<file path="src/rtl/chtu_pkg.sv">
`timescale 1ns / 1ps
package chtu_pkg;
   localparam int BUCKETS = 256;
   localparam int NODES = 1024;
   localparam int NODE_W = $clog2(NODES);
   localparam int LINK_W = NODE_W + 1;
   localparam int BKT_W = $clog2(BUCKETS);
   localparam int BCNT_W = 9;
   localparam int LIMIT_W = 11;
   localparam int KEY_W = 64;
   localparam int DIGITS = 4;
   localparam int DIV_STEPS = KEY_W / DIGITS;

   // Top bit of a link marks the end of a chain.
   localparam logic [LINK_W-1:0] LINK_NULL = {1'b1, {NODE_W{1'b0}}};

   localparam logic [1:0] MODE_INSERT = 2'd0;
   localparam logic [1:0] MODE_ERASE = 2'd1;
   localparam logic [1:0] MODE_FIND = 2'd2;

   localparam logic [2:0] ST_INSERTED = 3'd0;
   localparam logic [2:0] ST_REPLACED = 3'd1;
   localparam logic [2:0] ST_FULL = 3'd2;
   localparam logic [2:0] ST_ERASED = 3'd3;
   localparam logic [2:0] ST_MISSING = 3'd4;
   localparam logic [2:0] ST_FOUND = 3'd5;

   localparam logic REG_BUCKETS = 1'b0;
   localparam logic REG_NODE_LIMIT = 1'b1;
endpackage

</file>
<file path="src/rtl/chtu_mod.sv">
`timescale 1ns / 1ps
module chtu_mod (
   input  logic                            clock,
   input  logic                            reset,
   input  logic                            start,
   input  logic [chtu_pkg::KEY_W-1:0]      dividend,
   input  logic [chtu_pkg::BCNT_W-1:0]     divisor,
   output logic                            done,
   output logic [chtu_pkg::BKT_W-1:0]      remainder
);
   import chtu_pkg::*;

   localparam int CNT_W = $clog2(DIV_STEPS);

   logic [KEY_W-1:0]  sh_ff, sh_in;
   logic [BCNT_W-1:0] rem_ff, rem_in;
   logic [CNT_W-1:0]  cnt_ff, cnt_in;
   logic              busy_ff, busy_in;
   logic              done_ff, done_in;
   logic [BCNT_W:0]   trial;
   logic [BCNT_W-1:0] step_rem;

   // Restoring remainder, several dividend bits per cycle.
   always_comb begin
      step_rem = rem_ff;
      trial = '0;
      for (int i = 0; i < DIGITS; i++) begin
         trial = {step_rem, sh_ff[KEY_W-1-i]};
         if (trial >= {1'b0, divisor}) begin
            trial = trial - {1'b0, divisor};
         end
         step_rem = trial[BCNT_W-1:0];
      end
   end

   always_comb begin
      sh_in = sh_ff;
      rem_in = rem_ff;
      cnt_in = cnt_ff;
      busy_in = busy_ff;
      done_in = 1'b0;
      if (start) begin
         sh_in = dividend;
         rem_in = '0;
         cnt_in = '0;
         busy_in = 1'b1;
      end else if (busy_ff) begin
         sh_in = sh_ff << DIGITS;
         rem_in = step_rem;
         cnt_in = cnt_ff + 1'b1;
         if (cnt_ff == CNT_W'(DIV_STEPS - 1)) begin
            busy_in = 1'b0;
            done_in = 1'b1;
         end
      end
   end

   always_ff @(posedge clock) begin
      sh_ff <= sh_in;
      rem_ff <= rem_in;
      cnt_ff <= cnt_in;
      if (reset) begin
         busy_ff <= 1'b0;
         done_ff <= 1'b0;
      end else begin
         busy_ff <= busy_in;
         done_ff <= done_in;
      end
   end

   assign done = done_ff;
   assign remainder = rem_ff[BKT_W-1:0];
endmodule

</file>
<file path="config.mk">
export PLATFORM = sky130hd
export DESIGN_NAME = chtu_mod
export DESIGN_NICKNAME = d
export VERILOG_FILES = /design/src/rtl/chtu_pkg.sv /design/src/rtl/chtu_mod.sv
export SDC_FILE = /design/constraint.sdc
export NUM_CORES = 1
export LEC_CHECK = 0
export BUFFER_PORTS_ARGS = -buffer_cell sky130_fd_sc_hd__buf_2
export CAP_MARGIN = 0
export CELL_PAD_IN_SITES_DETAIL_PLACEMENT = 0
export CELL_PAD_IN_SITES_GLOBAL_PLACEMENT = 2
export CORE_ASPECT_RATIO = 0.8
export CORE_MARGIN = 8
export CORE_UTILIZATION = 39
export CTS_BUF_LIST = sky130_fd_sc_hd__clkbuf_4 sky130_fd_sc_hd__clkbuf_8
export DETAILED_ROUTE_END_ITERATION = 10
export PLACE_DENSITY = 0.89
export SLEW_MARGIN = 5
export SYNTH_ARGS = -nofsm -noshare
export SYNTH_HDL_FRONTEND = slang
export SYNTH_SLANG_ARGS = --single-unit
export TNS_END_PERCENT = 5
</file>
<file path="constraint.sdc">
create_clock -name clock -period 11.2 [get_ports clock]
set_clock_uncertainty 0.15 [all_clocks]
set_input_delay 2.24 -clock clock [delete_from_list [all_inputs] [get_ports clock]]
set_output_delay 2.24 -clock clock [all_outputs]
set_load 0.02 [all_outputs]
</file>
# Yosys cells after proc, flatten, opt, wreduce, memory -nomap -nowiden
# Index checks and enable logic that the tools add are counted.
[totals] ff_bits=79 latch_bits=0 ram_bits=0 rom_bits=0 out_inout_bits=9 memories=0
[op_classes] addsub=5 multipliers=0 n_div=0 n_lt_le_gt_ge=4 eq_ne=1 shifts=0 mux=10 bitwise=1 n_reduce_logical=2
[op_table] operator="$mux W64" count=2
[op_table] operator="$ge A10 B9 Y1" count=4
[op_table] operator="$mux W9" count=4
[op_table] operator="$sub A9 B9 Y9" count=4
[op_table] operator="$add A4 B1 Y4 const B" count=1
[op_table] operator="$eq A4 B4 Y1 const B" count=1
[op_table] operator="$mux W1" count=4
[op_table] operator="$reduce_or A3 Y1" count=1
[op_table] operator="$reduce_bool A2 Y1" count=1
[op_table] operator="$not A1 Y1" count=1

# Logic depth before layout (Yosys ltp)
# Gate-level depths: netlist of the first run.
[depth] word_depth=8 ltp_mapped=38

# Worst setup path after synthesis of the first run
# No wires, ideal clock.
[synth_timing] kind="input-to-reg" from="input divisor[1] in the netlist's numbering" to="register rem_ff[2]" setup_time_ns=0.122 arrival_time_ns=9.937 slack_ns=0.991 stages=34 n_path_buf=3 path_cell_list="inv_1 -> fa_1 -> a211oi_4 -> o211ai_2 -> a31oi_4 -> clkbuf_1 -> mux2_2 -> fa_1 -> nand2b_1 -> a211oi_1 -> o21ai_0 -> and3_1 -> buf_6 -> nand2_1 -> o21ai_0 -> fa_1 -> a211oi_1 -> o21ai_0 -> a2111o_1 -> and2_1 -> o31ai_1 -> a21o_1 -> mux2_2 -> ha_1 -> a21o_1 -> a21oi_1 -> o22ai_1 -> nor2_1 -> o21ai_0 -> a21o_1 -> a211oi_4 -> buf_6 -> nor2_1 -> a311o_1"
[synth_between] elab_chain_len=8
[synth_lines] element="start: declaration" line="chtu_mod.sv:7" source="input logic [chtu_pkg::BCNT_W-1:0] divisor,"
[synth_lines] element="$sub A9 B9 Y9 or $ge A10 B9 Y1 (tied branches)" line="chtu_mod.sv:30, chtu_mod.sv:29"
[synth_lines] element="$mux W9" line="chtu_mod.sv:29" source="if (trial >= {1'b0, divisor}) begin"
[synth_lines] element="$ge A10 B9 Y1 or $sub A9 B9 Y9 (tied branches)" line="chtu_mod.sv:29, chtu_mod.sv:30"
[synth_lines] element="$mux W9" line="chtu_mod.sv:29"
[synth_lines] element="$sub A9 B9 Y9 or $ge A10 B9 Y1 (tied branches)" line="chtu_mod.sv:30, chtu_mod.sv:29"
[synth_lines] element="$mux W9" line="chtu_mod.sv:29"
[synth_lines] element="$sub A9 B9 Y9 or $ge A10 B9 Y1 (tied branches)" line="chtu_mod.sv:30, chtu_mod.sv:29"
[synth_lines] element="$mux W9 *" line="chtu_mod.sv:29"
[synth_lines] element="end signal: assignment" line="chtu_mod.sv:60" source="rem_ff <= rem_in;"
[synth_lines] element="end: declaration" line="chtu_mod.sv:16" source="logic [BCNT_W-1:0] rem_ff, rem_in;"
# Mark *: on every way between the ends. The rest lies on a longest branch, timed or not.
# A chain may end at the register's enable or synchronous reset.

# Final worst setup path of the first run
[layout_timing] from="input divisor[1] in the netlist's numbering" to="register rem_ff[5]"
[layout_between] elab_chain_len=8
[layout_lines] element="$sub A9 B9 Y9 or $ge A10 B9 Y1 (tied branches)" line="chtu_mod.sv:30, chtu_mod.sv:29"
[layout_lines] element="$mux W9" line="chtu_mod.sv:29"
[layout_lines] element="$sub A9 B9 Y9 or $ge A10 B9 Y1 (tied branches)" line="chtu_mod.sv:30, chtu_mod.sv:29"
[layout_lines] element="$mux W9" line="chtu_mod.sv:29"
[layout_lines] element="$sub A9 B9 Y9 or $ge A10 B9 Y1 (tied branches)" line="chtu_mod.sv:30, chtu_mod.sv:29"
[layout_lines] element="$mux W9" line="chtu_mod.sv:29"
[layout_lines] element="$sub A9 B9 Y9 or $ge A10 B9 Y1 (tied branches)" line="chtu_mod.sv:30, chtu_mod.sv:29"
[layout_lines] element="$mux W9 *" line="chtu_mod.sv:29"
# Marked as above.

==> results of run 1 <==
stage by stage:
stage                     hold slack (ns)  cell area, µm²  utilization (%)  cells  setup slack (ns)
after detailed placement            0.312            5770             44.5    692             0.199
final                               0.314            5950             45.9    708             0.508
after CTS                           0.319            5940             45.8    708             0.542
after floorplan                     0.290            5220                -    450             0.991
after global routing                0.327            5950             45.9    708            0.0411
after global placement              0.309            5770             44.5    692             0.446
cell usage in the layout (no fill, tap or decap), types with 2 or more instances in the layout:
cell	count
sky130_fd_sc_hd__a211oi_4	2
sky130_fd_sc_hd__xnor2_1	17
sky130_fd_sc_hd__or2_2	2
sky130_fd_sc_hd__o21a_1	3
sky130_fd_sc_hd__nor3b_1	3
sky130_fd_sc_hd__xor2_1	8
sky130_fd_sc_hd__a21o_1	8
sky130_fd_sc_hd__a22o_1	2
sky130_fd_sc_hd__mux2i_1	10
sky130_fd_sc_hd__o41ai_1	2
sky130_fd_sc_hd__nand3_1	3
sky130_fd_sc_hd__clkbuf_4	2
sky130_fd_sc_hd__ha_1	37
sky130_fd_sc_hd__nand2_1	15
sky130_fd_sc_hd__mux2_2	75
sky130_fd_sc_hd__a21oi_1	16
sky130_fd_sc_hd__buf_2	84
sky130_fd_sc_hd__and2_1	6
sky130_fd_sc_hd__clkinvlp_4	3
sky130_fd_sc_hd__o21bai_1	5
sky130_fd_sc_hd__a311o_1	2
sky130_fd_sc_hd__dfxtp_1	15
sky130_fd_sc_hd__edfxtp_1	64
sky130_fd_sc_hd__nor2b_1	6
sky130_fd_sc_hd__a21boi_0	2
sky130_fd_sc_hd__buf_4	5
sky130_fd_sc_hd__clkbuf_8	9
sky130_fd_sc_hd__o31a_1	2
sky130_fd_sc_hd__nor3_1	7
sky130_fd_sc_hd__and3_1	3
sky130_fd_sc_hd__o21ai_0	17
sky130_fd_sc_hd__a211oi_1	11
sky130_fd_sc_hd__nor2_1	32
sky130_fd_sc_hd__fa_1	4
sky130_fd_sc_hd__nand4_1	6
sky130_fd_sc_hd__inv_1	22
worst min-delay path: cells and delay by family, from the launching register on:
family           cells  cell delay [ns]
DFF                  1             0.33
and+or+nand+nor      2             0.10
cell families after synthesis:
| kind of cell | share of synthesized area, % |
|---|---|
| adders and majority gates | 10.4 |
| muxes | 18.4 |
| and+or+nand+nor | 8.20 |
| xor gates and xnor gates | 4.20 |
| DFF | 42.6 |
| AOI/OAI and AO/OA | 12.2 |
| buffers and inverters | 4.03 |
sequential cells by signal (all words and copies together) (netlist names):
register,cells
rem_ff,9
cnt_ff,4
sh_ff,64
busy_ff,1
done,1
layout make-up:
| type | instances | share of cell area [%] |
|---|---|---|
| Clock inverter | 5 | 0.589 |
| Tap cell | 175 | 3.68 |
| Multi-Input combinational cell | 327 | 46.9 |
| Inverter | 22 | 1.39 |
| Clock buffer | 11 | 2.34 |
| Sequential cell | 79 | 37.4 |
| Timing Repair Buffer | 89 | 7.70 |
Yosys cell counts (10+ instances only):
master | number | area share [%]
sky130_fd_sc_hd__mux2i_1 | 10 | 1.9
sky130_fd_sc_hd__mux2_2 | 75 | 16
sky130_fd_sc_hd__a21oi_1 | 16 | 1.5
sky130_fd_sc_hd__inv_1 | 22 | 1.6
sky130_fd_sc_hd__o21ai_0 | 17 | 1.6
sky130_fd_sc_hd__nor2_1 | 32 | 2.3
sky130_fd_sc_hd__nand2_1 | 15 | 1.1
sky130_fd_sc_hd__a211oi_1 | 11 | 1.6
sky130_fd_sc_hd__clkbuf_1 | 12 | 0.86
sky130_fd_sc_hd__xnor2_1 | 17 | 2.9
sky130_fd_sc_hd__dfxtp_1 | 15 | 5.8
sky130_fd_sc_hd__ha_1 | 37 | 8.9
sky130_fd_sc_hd__edfxtp_1 | 64 | 37
repair_timing:
action | CTS | global route
hold endpoints to repair | 0 | 0
resized for setup | 0 | 1
setup endpoints to repair | 0 | 1
hold buffers | 0 | 0
buffers inserted | 0 | 0
final timing paths:
path               from        end  slack, ns
max          divisor[1]  rem_ff[5]       0.51
min           cnt_ff[3]       done       0.31
max reg2reg   sh_ff[63]  rem_ff[5]       2.12
min reg2reg   cnt_ff[3]       done       0.31
metal layers:
metal  share of wire [%]  up-vias
li1                    -     1838
met1                  46     1752
met2                  46       81
met5                   0        -
met4                0.90        0
met3                 6.2       12
==> results.txt, run 1 <==
----------------------------------------------------
[Status]
  Run status ... complete, no violations

[CTS]
  Number of clock sinks ... 79
  Worst-path clk slew ... 0.08 ns
  Cell at the root of the clock tree ... sky130_fd_sc_hd__clkbuf_8
  Num CTS Buffers ... 9
  Max Buffers Root-to-Sink ... 2
  CTS tree ... yes
  Clock latency of the later-clocked register in the worst-skew pair ... 0.35 ns
  CTS H-Tree Depth ... 3

[Synthesis]
  Warning count from the yosys run ... 0
  Fraction of synthesis flops using an asynchronous set or reset pin ... 0%
  Synthesized area divided by synthesized cell count ... 11.6 µm²
  Most common flop cell mapped by yosys ... sky130_fd_sc_hd__edfxtp_1
  Mapped cell area ... 5220 µm²
  Synthesized instance count ... 450
  Number of synthesized flops with an enable pin ... 64
  Cell variety after synth ... 54
  Syn Nets ... 567
  Number of register bits inferred by synthesis ... 79
  Sequential area share after synthesis ... 42.6%

[Routing]
  Total length of routed wires ... 11900 µm
  Avg WL per Cell ... 16.9 µm
  Post-detailed-route DRC marker count ... 0
  Number of DRC violations after detailed-routing iteration 0 ... 276
  Count of antenna-violating nets left after detailed routing ... 0
  Detailed-route via count ... 3683
  Via count normalized by instance count ... 5.20
  First-pass iteration count of the detailed router ... 4

[Placed design]
  Half-perimeter wire length after placement ... 9120 µm
  Final weighted congestion in routability-driven placement ... 0.879
  Port buffer count ... 84

[Setup path]
  Worst Setup End Kind ... flip-flop
  Top fanout value on the critical path ... 12
  Count of buffer and inverter cells on the critical path ... 3
  Worst-path cell with the longest stage delay ... sky130_fd_sc_hd__fa_1
  Crit-path leading delay family ... compound AO/OA/AOI/OAI gates
  Critical path data required time ... 11.24 ns
  Cell depth of the worst setup path ... 33
  Critical path launch point type ... primary input
  CP Data Arrival Time ... 10.73 ns
  Maximum single-stage delay on the critical path ... 0.55 ns
  Critical setup path kind ... in2reg
  Crit path top cell by count ... sky130_fd_sc_hd__o21ai_0
  Count of cells along the worst register-to-register path ... 34

[GRT]
  Most Crowded Layer GR ... met2
  Number of antenna violations at the first check in global routing ... 0
  Global Route Usage Sum ... 13.6%
  First-pass GRT wire length ... 19100 µm
  Largest net degree at the start of global routing ... 83
  GR Util met1 ... 17.2%
  Met2 Track Usage GR ... 22.3%
  Number of global-route vias before repair ... 3792
  Fraction of met3 tracks used by global routing ... 4.46%
  Global-route congestion overflow total ... 0

[STA]
  Share of the cycle needed by the critical path after routing ... 95.5%
  Setup TNS ... 0 ns
  Minimum clock period ... 10.69 ns
  Pins Over Slew Limit ... 0
  Maximum achievable frequency ... 93.5 MHz
  RSZ-0062 raised after global routing ... false
  Hold Violations, Final ... 0
  Slew HR ... 38.3%
  Worst Max-Slew Pin Slew ... 0.926 ns
  Setup-violating endpoint count in the final report ... 0

[Finish]
  Synthesis-to-finish area growth ... 14.0%
  Area of the multi-input gates ... 2790 µm²
  Storage cell area ... 2220 µm²
  Fill cell count ... 1239
  Nets ... 645
  Number of antenna cells inserted ... 0
  Fraction of final layout cells sized beyond drive strength 1 ... 35.5%

[Die]
  Boundary Pins ... 85
  Total core area ... 13000 µm²
  Count of standard-cell rows ... 37
  Starting Density ... 40.3%
  Floorplan die height ... 119 µm
  Die width ... 145 µm
  Full die area ... 17400 µm²

[Worst hold path]
  Min-delay worst type ... reg2reg
  Depth of the worst hold-timing path ... 2

[Flow run]
  MaxCap Viol Count ... 0

----------------------------------------------------
Power of run 1 is not shown: default switching activity piles up to over one toggle a cycle in this logic, so the estimate is an artifact.
==> run 2, diff against run 1 <==
GPL_TIMING_DRIVEN = 0   (was unset)
==> results.txt, run 2 (synthesized netlist as in run 1, its figures left out) <==
----------------------------------------------------
[Status]
  Run status ... complete, no violations

[Worst hold path]
  Depth of the worst hold-timing path ... 2
  Endpoint, Worst Hold ... done
  Min-delay worst type ... reg2reg
  Start point of the worst hold path ... cnt_ff[3]

[Setup path]
  Count of cells along the worst register-to-register path ... 35
  Critical path data required time ... 11.28 ns
  Worst reg2reg startpoint ... sh_ff[63]
  CP Data Arrival Time ... 10.74 ns
  Top fanout value on the critical path ... 10
  Critical setup path kind ... in2reg
  Critical path launch point type ... primary input
  Worst Setup End Kind ... flip-flop
  Setup slack of the most critical reg-to-reg path ... 2.16 ns
  Crit path top cell by count ... sky130_fd_sc_hd__o21ai_0
  Maximum single-stage delay on the critical path ... 0.54 ns
  R2r endpoint ... rem_ff[6]
  Worst-path cell with the longest stage delay ... sky130_fd_sc_hd__fa_1

[Routing]
  Via count normalized by instance count ... 5.18
  Number of DRC violations after detailed-routing iteration 0 ... 211
  First-pass iteration count of the detailed router ... 4
  Avg WL per Cell ... 17.2 µm
  Detailed-route via count ... 3776
  Post-detailed-route DRC marker count ... 0
  Count of antenna-violating nets left after detailed routing ... 0
  Total length of routed wires ... 12500 µm

[CTS]
  Clock latency of the later-clocked register in the worst-skew pair ... 0.36 ns
  Max Buffers Root-to-Sink ... 2
  Cts-stage hold buffer count ... 0
  Worst-path clk slew ... 0.08 ns
  Num CTS Buffers ... 9
  CTS H-Tree Depth ... 3
  Number of clock sinks ... 79
  Cell at the root of the clock tree ... sky130_fd_sc_hd__clkbuf_8
  CTS tree ... yes

[Die]
  Total core area ... 13000 µm²
  Count of standard-cell rows ... 37
  Boundary Pins ... 85
  Floorplan die height ... 119 µm
  Die width ... 145 µm
  Full die area ... 17400 µm²
  Starting Density ... 40.3%

[Finish]
  Register with the most flip-flops ... sh_ff
  Number of standard cells in the layout, taps in and fillers out ... 729
  Fraction of final layout cells sized beyond drive strength 1 ... 36.6%
  Nets ... 666
  Number of antenna cells inserted ... 0
  Synthesis-to-finish area growth ... 17.1%
  Final core utilization ... 47.1%
  Commonest cells after routing, fill and taps aside ... sky130_fd_sc_hd__buf_2 (83), sky130_fd_sc_hd__mux2_2 (75), sky130_fd_sc_hd__edfxtp_1 (64)
  Top Registers ... sh_ff (64), rem_ff (9), cnt_ff (4)
  Fill cell count ... 1196
  Most common cell after layout, fill and taps aside ... sky130_fd_sc_hd__buf_2
  Max FFs per register ... 64

[GRT]
  Global Route Usage Sum ... 14.4%
  Number of global-route vias before repair ... 3890
  Global-route congestion overflow total ... 0
  Largest net degree at the start of global routing ... 65
  Number of antenna violations at the first check in global routing ... 0
  First-pass GRT wire length ... 20100 µm

[STA]
  Minimum clock period ... 10.66 ns
  RSZ-0062 raised after global routing ... false
  Hold Violations, Final ... 0
  Pins Over Slew Limit ... 0
  Maximum achievable frequency ... 93.8 MHz
  Share of the cycle needed by the critical path after routing ... 95.2%
  Setup-violating endpoint count in the final report ... 0
  Setup TNS ... 0 ns
  Worst Max-Slew Pin Slew ... 0.864 ns
  Slew HR ... 42.4%

[Placed design]
  Final weighted congestion in routability-driven placement ... 0.806
  Port buffer count ... 83
  # placed instances ... 708
  Half-perimeter wire length after placement ... 9700 µm

[Flow run]
  MaxCap Viol Count ... 0

----------------------------------------------------
run 2: worst max-delay path by stage:
stage                from        end  slack (ns)
6_report       divisor[1]  rem_ff[6]        0.54
5_1_grt        divisor[1]  rem_ff[7]        0.08
4_1_cts        divisor[1]  rem_ff[6]        0.13
3_5_place_dp   divisor[1]  rem_ff[6]       -0.45
3_3_place_gp   divisor[1]  rem_ff[6]       -0.36
2_1_floorplan  divisor[1]  rem_ff[2]        0.99
run 2: what timing repair did:
action / CTS / global route
setup endpoints to repair: 5 / 9
buffers inserted: 0 / 6
endpoints found under the hold margin: 0 / 0
pin swaps: 0 / 1
resized for setup: 0 / 4
run 2: critical path, delay by kind of cell:
kind | cells | cell delay, ns
multiplexers | 3 | 1.13
buffers and inverters | 4 | 0.66
adder cells (fa/ha/maj) | 4 | 1.81
AND/OR/NAND/NOR | 5 | 0.75
AO/OA/AOI/OAI | 18 | 4.12
run 2: area by class of cell:
type	count	area [µm²]	area share (%)
repair buffers	89	460	7.53
plain buffers	21	124	2.03
inverters	22	82.6	1.35
clock buffers	11	139	2.27
multi-input cells	327	2810	45.9
well taps	175	219	3.58
clock inverters	5	58.8	0.962
flip-flops and latches	79	2220	36.4
run 2: routing by layer:
metal	up-vias	GRT usage (%)	share of wire (%)
met5	-	0	0
met4	0	4.02	0.86
met3	9	4.88	5.8
met2	70	22.7	46
met1	1812	18.5	47
li1	1885	-	-
run 2: metrics by stage:
step | setup WS, ns | hold slack (ns) | instance area (µm²)
after floorplan | 0.991 | 0.290 | 5220
after global placement | -0.356 | 0.312 | 5850
after detailed placement | -0.448 | 0.315 | 5860
after CTS | 0.129 | 0.329 | 6050
after global routing | 0.0768 | 0.354 | 6110
final | 0.537 | 0.326 | 6110
Power of run 2 is left out for the same reason.
==> run 3, diff against run 2 <==
CTS_CLUSTER_DIAMETER = 200   (was unset)
clock period = 10.9 ns   (was 11.2 ns; I/O delays follow)
==> results.txt, run 3 (synthesized netlist as in run 1, its figures left out) <==
----------------------------------------------------
[Status]
  Run status ... complete, no violations

[Routing]
  First-pass iteration count of the detailed router ... 4
  Count of antenna-violating nets left after detailed routing ... 0
  Detailed-route via count ... 3755
  Total length of routed wires ... 12400 µm
  Avg WL per Cell ... 17.1 µm
  Post-detailed-route DRC marker count ... 0
  Via count normalized by instance count ... 5.17
  Number of DRC violations after detailed-routing iteration 0 ... 198

[GRT]
  Global Route Usage Sum ... 14.4%
  First-pass GRT wire length ... 20200 µm
  Largest net degree at the start of global routing ... 65
  Number of antenna violations at the first check in global routing ... 0
  Global-route congestion overflow total ... 0
  Number of global-route vias before repair ... 3900

[Finish]
  Final design area excluding fillers ... 6100 µm²
  Max FFs per register ... 64
  Commonest cells after routing, fill and taps aside ... sky130_fd_sc_hd__buf_2 (83), sky130_fd_sc_hd__mux2_2 (75), sky130_fd_sc_hd__edfxtp_1 (64)
  Synthesis-to-finish area growth ... 16.9%
  Number of standard cells in the layout, taps in and fillers out ... 726
  Number of antenna cells inserted ... 0
  Most common cell after layout, fill and taps aside ... sky130_fd_sc_hd__buf_2
  Top Registers ... sh_ff (64), rem_ff (9), cnt_ff (4)
  Fraction of final layout cells sized beyond drive strength 1 ... 36.7%
  Register with the most flip-flops ... sh_ff
  Nets ... 663

[Worst hold path]
  Endpoint, Worst Hold ... done
  Min-delay worst type ... reg2reg
  Start point of the worst hold path ... cnt_ff[3]
  Depth of the worst hold-timing path ... 2

[CTS]
  Cts-stage hold buffer count ... 0
  CTS tree ... yes
  CTS H-Tree Depth ... 3
  Worst-path clk slew ... 0.08 ns
  Clock latency of the later-clocked register in the worst-skew pair ... 0.36 ns
  Max Buffers Root-to-Sink ... 2
  Num CTS Buffers ... 9
  Cell at the root of the clock tree ... sky130_fd_sc_hd__clkbuf_8
  Number of clock sinks ... 79

[STA]
  Maximum achievable frequency ... 95.8 MHz
  RSZ-0062 raised after global routing ... false
  Share of the cycle needed by the critical path after routing ... 95.8%
  Setup TNS ... 0 ns
  Worst hold slack after final layout ... 0.327 ns
  Hold Violations, Final ... 0
  Setup-violating endpoint count in the final report ... 0
  Minimum clock period ... 10.44 ns
  Worst Max-Slew Pin Slew ... 0.861 ns
  Slew HR ... 42.6%
  Pins Over Slew Limit ... 0

[Setup path]
  CP Data Arrival Time ... 10.52 ns
  Critical path data required time ... 10.98 ns
  Maximum single-stage delay on the critical path ... 0.54 ns
  Top fanout value on the critical path ... 10
  Critical setup path kind ... in2reg
  Setup slack of the most critical reg-to-reg path ... 2.02 ns
  Count of cells along the worst register-to-register path ... 35
  Worst reg2reg startpoint ... sh_ff[63]
  Worst Setup End Kind ... flip-flop
  Crit path top cell by count ... sky130_fd_sc_hd__o21ai_0
  Worst-path cell with the longest stage delay ... sky130_fd_sc_hd__fa_1
  R2r endpoint ... rem_ff[6]
  Critical path launch point type ... primary input

[Die]
  Die width ... 145 µm
  Floorplan die height ... 119 µm
  Total core area ... 13000 µm²
  Count of standard-cell rows ... 37
  Boundary Pins ... 85
  Full die area ... 17400 µm²
  Starting Density ... 40.3%

[Placed design]
  Port buffer count ... 83
  Final weighted congestion in routability-driven placement ... 0.806
  Half-perimeter wire length after placement ... 9700 µm
  Placed standard-cell area ... 5860 µm²
  # placed instances ... 708

[Flow run]
  MaxCap Viol Count ... 0

----------------------------------------------------
## run 3: cell types whose count changed in the layout (fill, tap and decap cells not counted)
cell	delta
sky130_fd_sc_hd__buf_4	-3
sky130_fd_sc_hd__a211oi_2	+1
sky130_fd_sc_hd__a22oi_1	-1
sky130_fd_sc_hd__a22oi_2	+1
sky130_fd_sc_hd__a211oi_1	-1
## run 3: through the flow
step,util (%),setup WS (ns)
after detailed placement,45.2,-0.688
after CTS,46.8,0.133
after global routing,47.0,0.0258
after floorplan,-,0.751
after global placement,45.2,-0.596
final,47.0,0.461
## run 3: worst max-delay path, delay by kind of cell
family	cells	cell delay (ns)
AND/OR/NAND/NOR	5	0.77
AO/OA/AOI/OAI	18	3.96
adder cells (fa/ha/maj)	4	1.82
multiplexers	3	1.12
buffers and inverters	4	0.66
## run 3: metal layers
layer  up-vias  wire, µm  global-route usage (%)
li1       1875         -                       -
met1      1785      5730                    18.6
met2        86      5710                    22.6
met3         9       886                    4.88
met4         0       107                    4.15
met5         -         0                       0
## run 3: timing repair
item | 4_1_cts | 5_1_grt
resized for setup | 0 | 6
setup endpoints to repair | 9 | 9
pin swaps | 1 | 0
hold endpoints to repair | 0 | 0
buffers inserted | 3 | 0
## run 3: layout make-up
type | instances | area [µm²]
timing repair buffer | 86 | 438
buffer | 21 | 124
fill | 1189 | 6860
inverter | 22 | 82.6
tap | 175 | 219
multi-input combinational | 327 | 2820
clock inverter | 5 | 58.8
sequential | 79 | 2220
clock buffer | 11 | 139
## run 3: worst max path at each step
stage,to,cells after the start,from,slack (ns)
after detailed placement,rem_ff[6],35,divisor[1],-0.69
after global routing,rem_ff[7],35,divisor[1],0.03
after global placement,rem_ff[6],35,divisor[1],-0.60
after floorplan,rem_ff[2],34,divisor[1],0.75
final,rem_ff[6],34,divisor[1],0.46
after CTS,rem_ff[6],34,divisor[1],0.13
Power of run 3 is left out for the same reason.
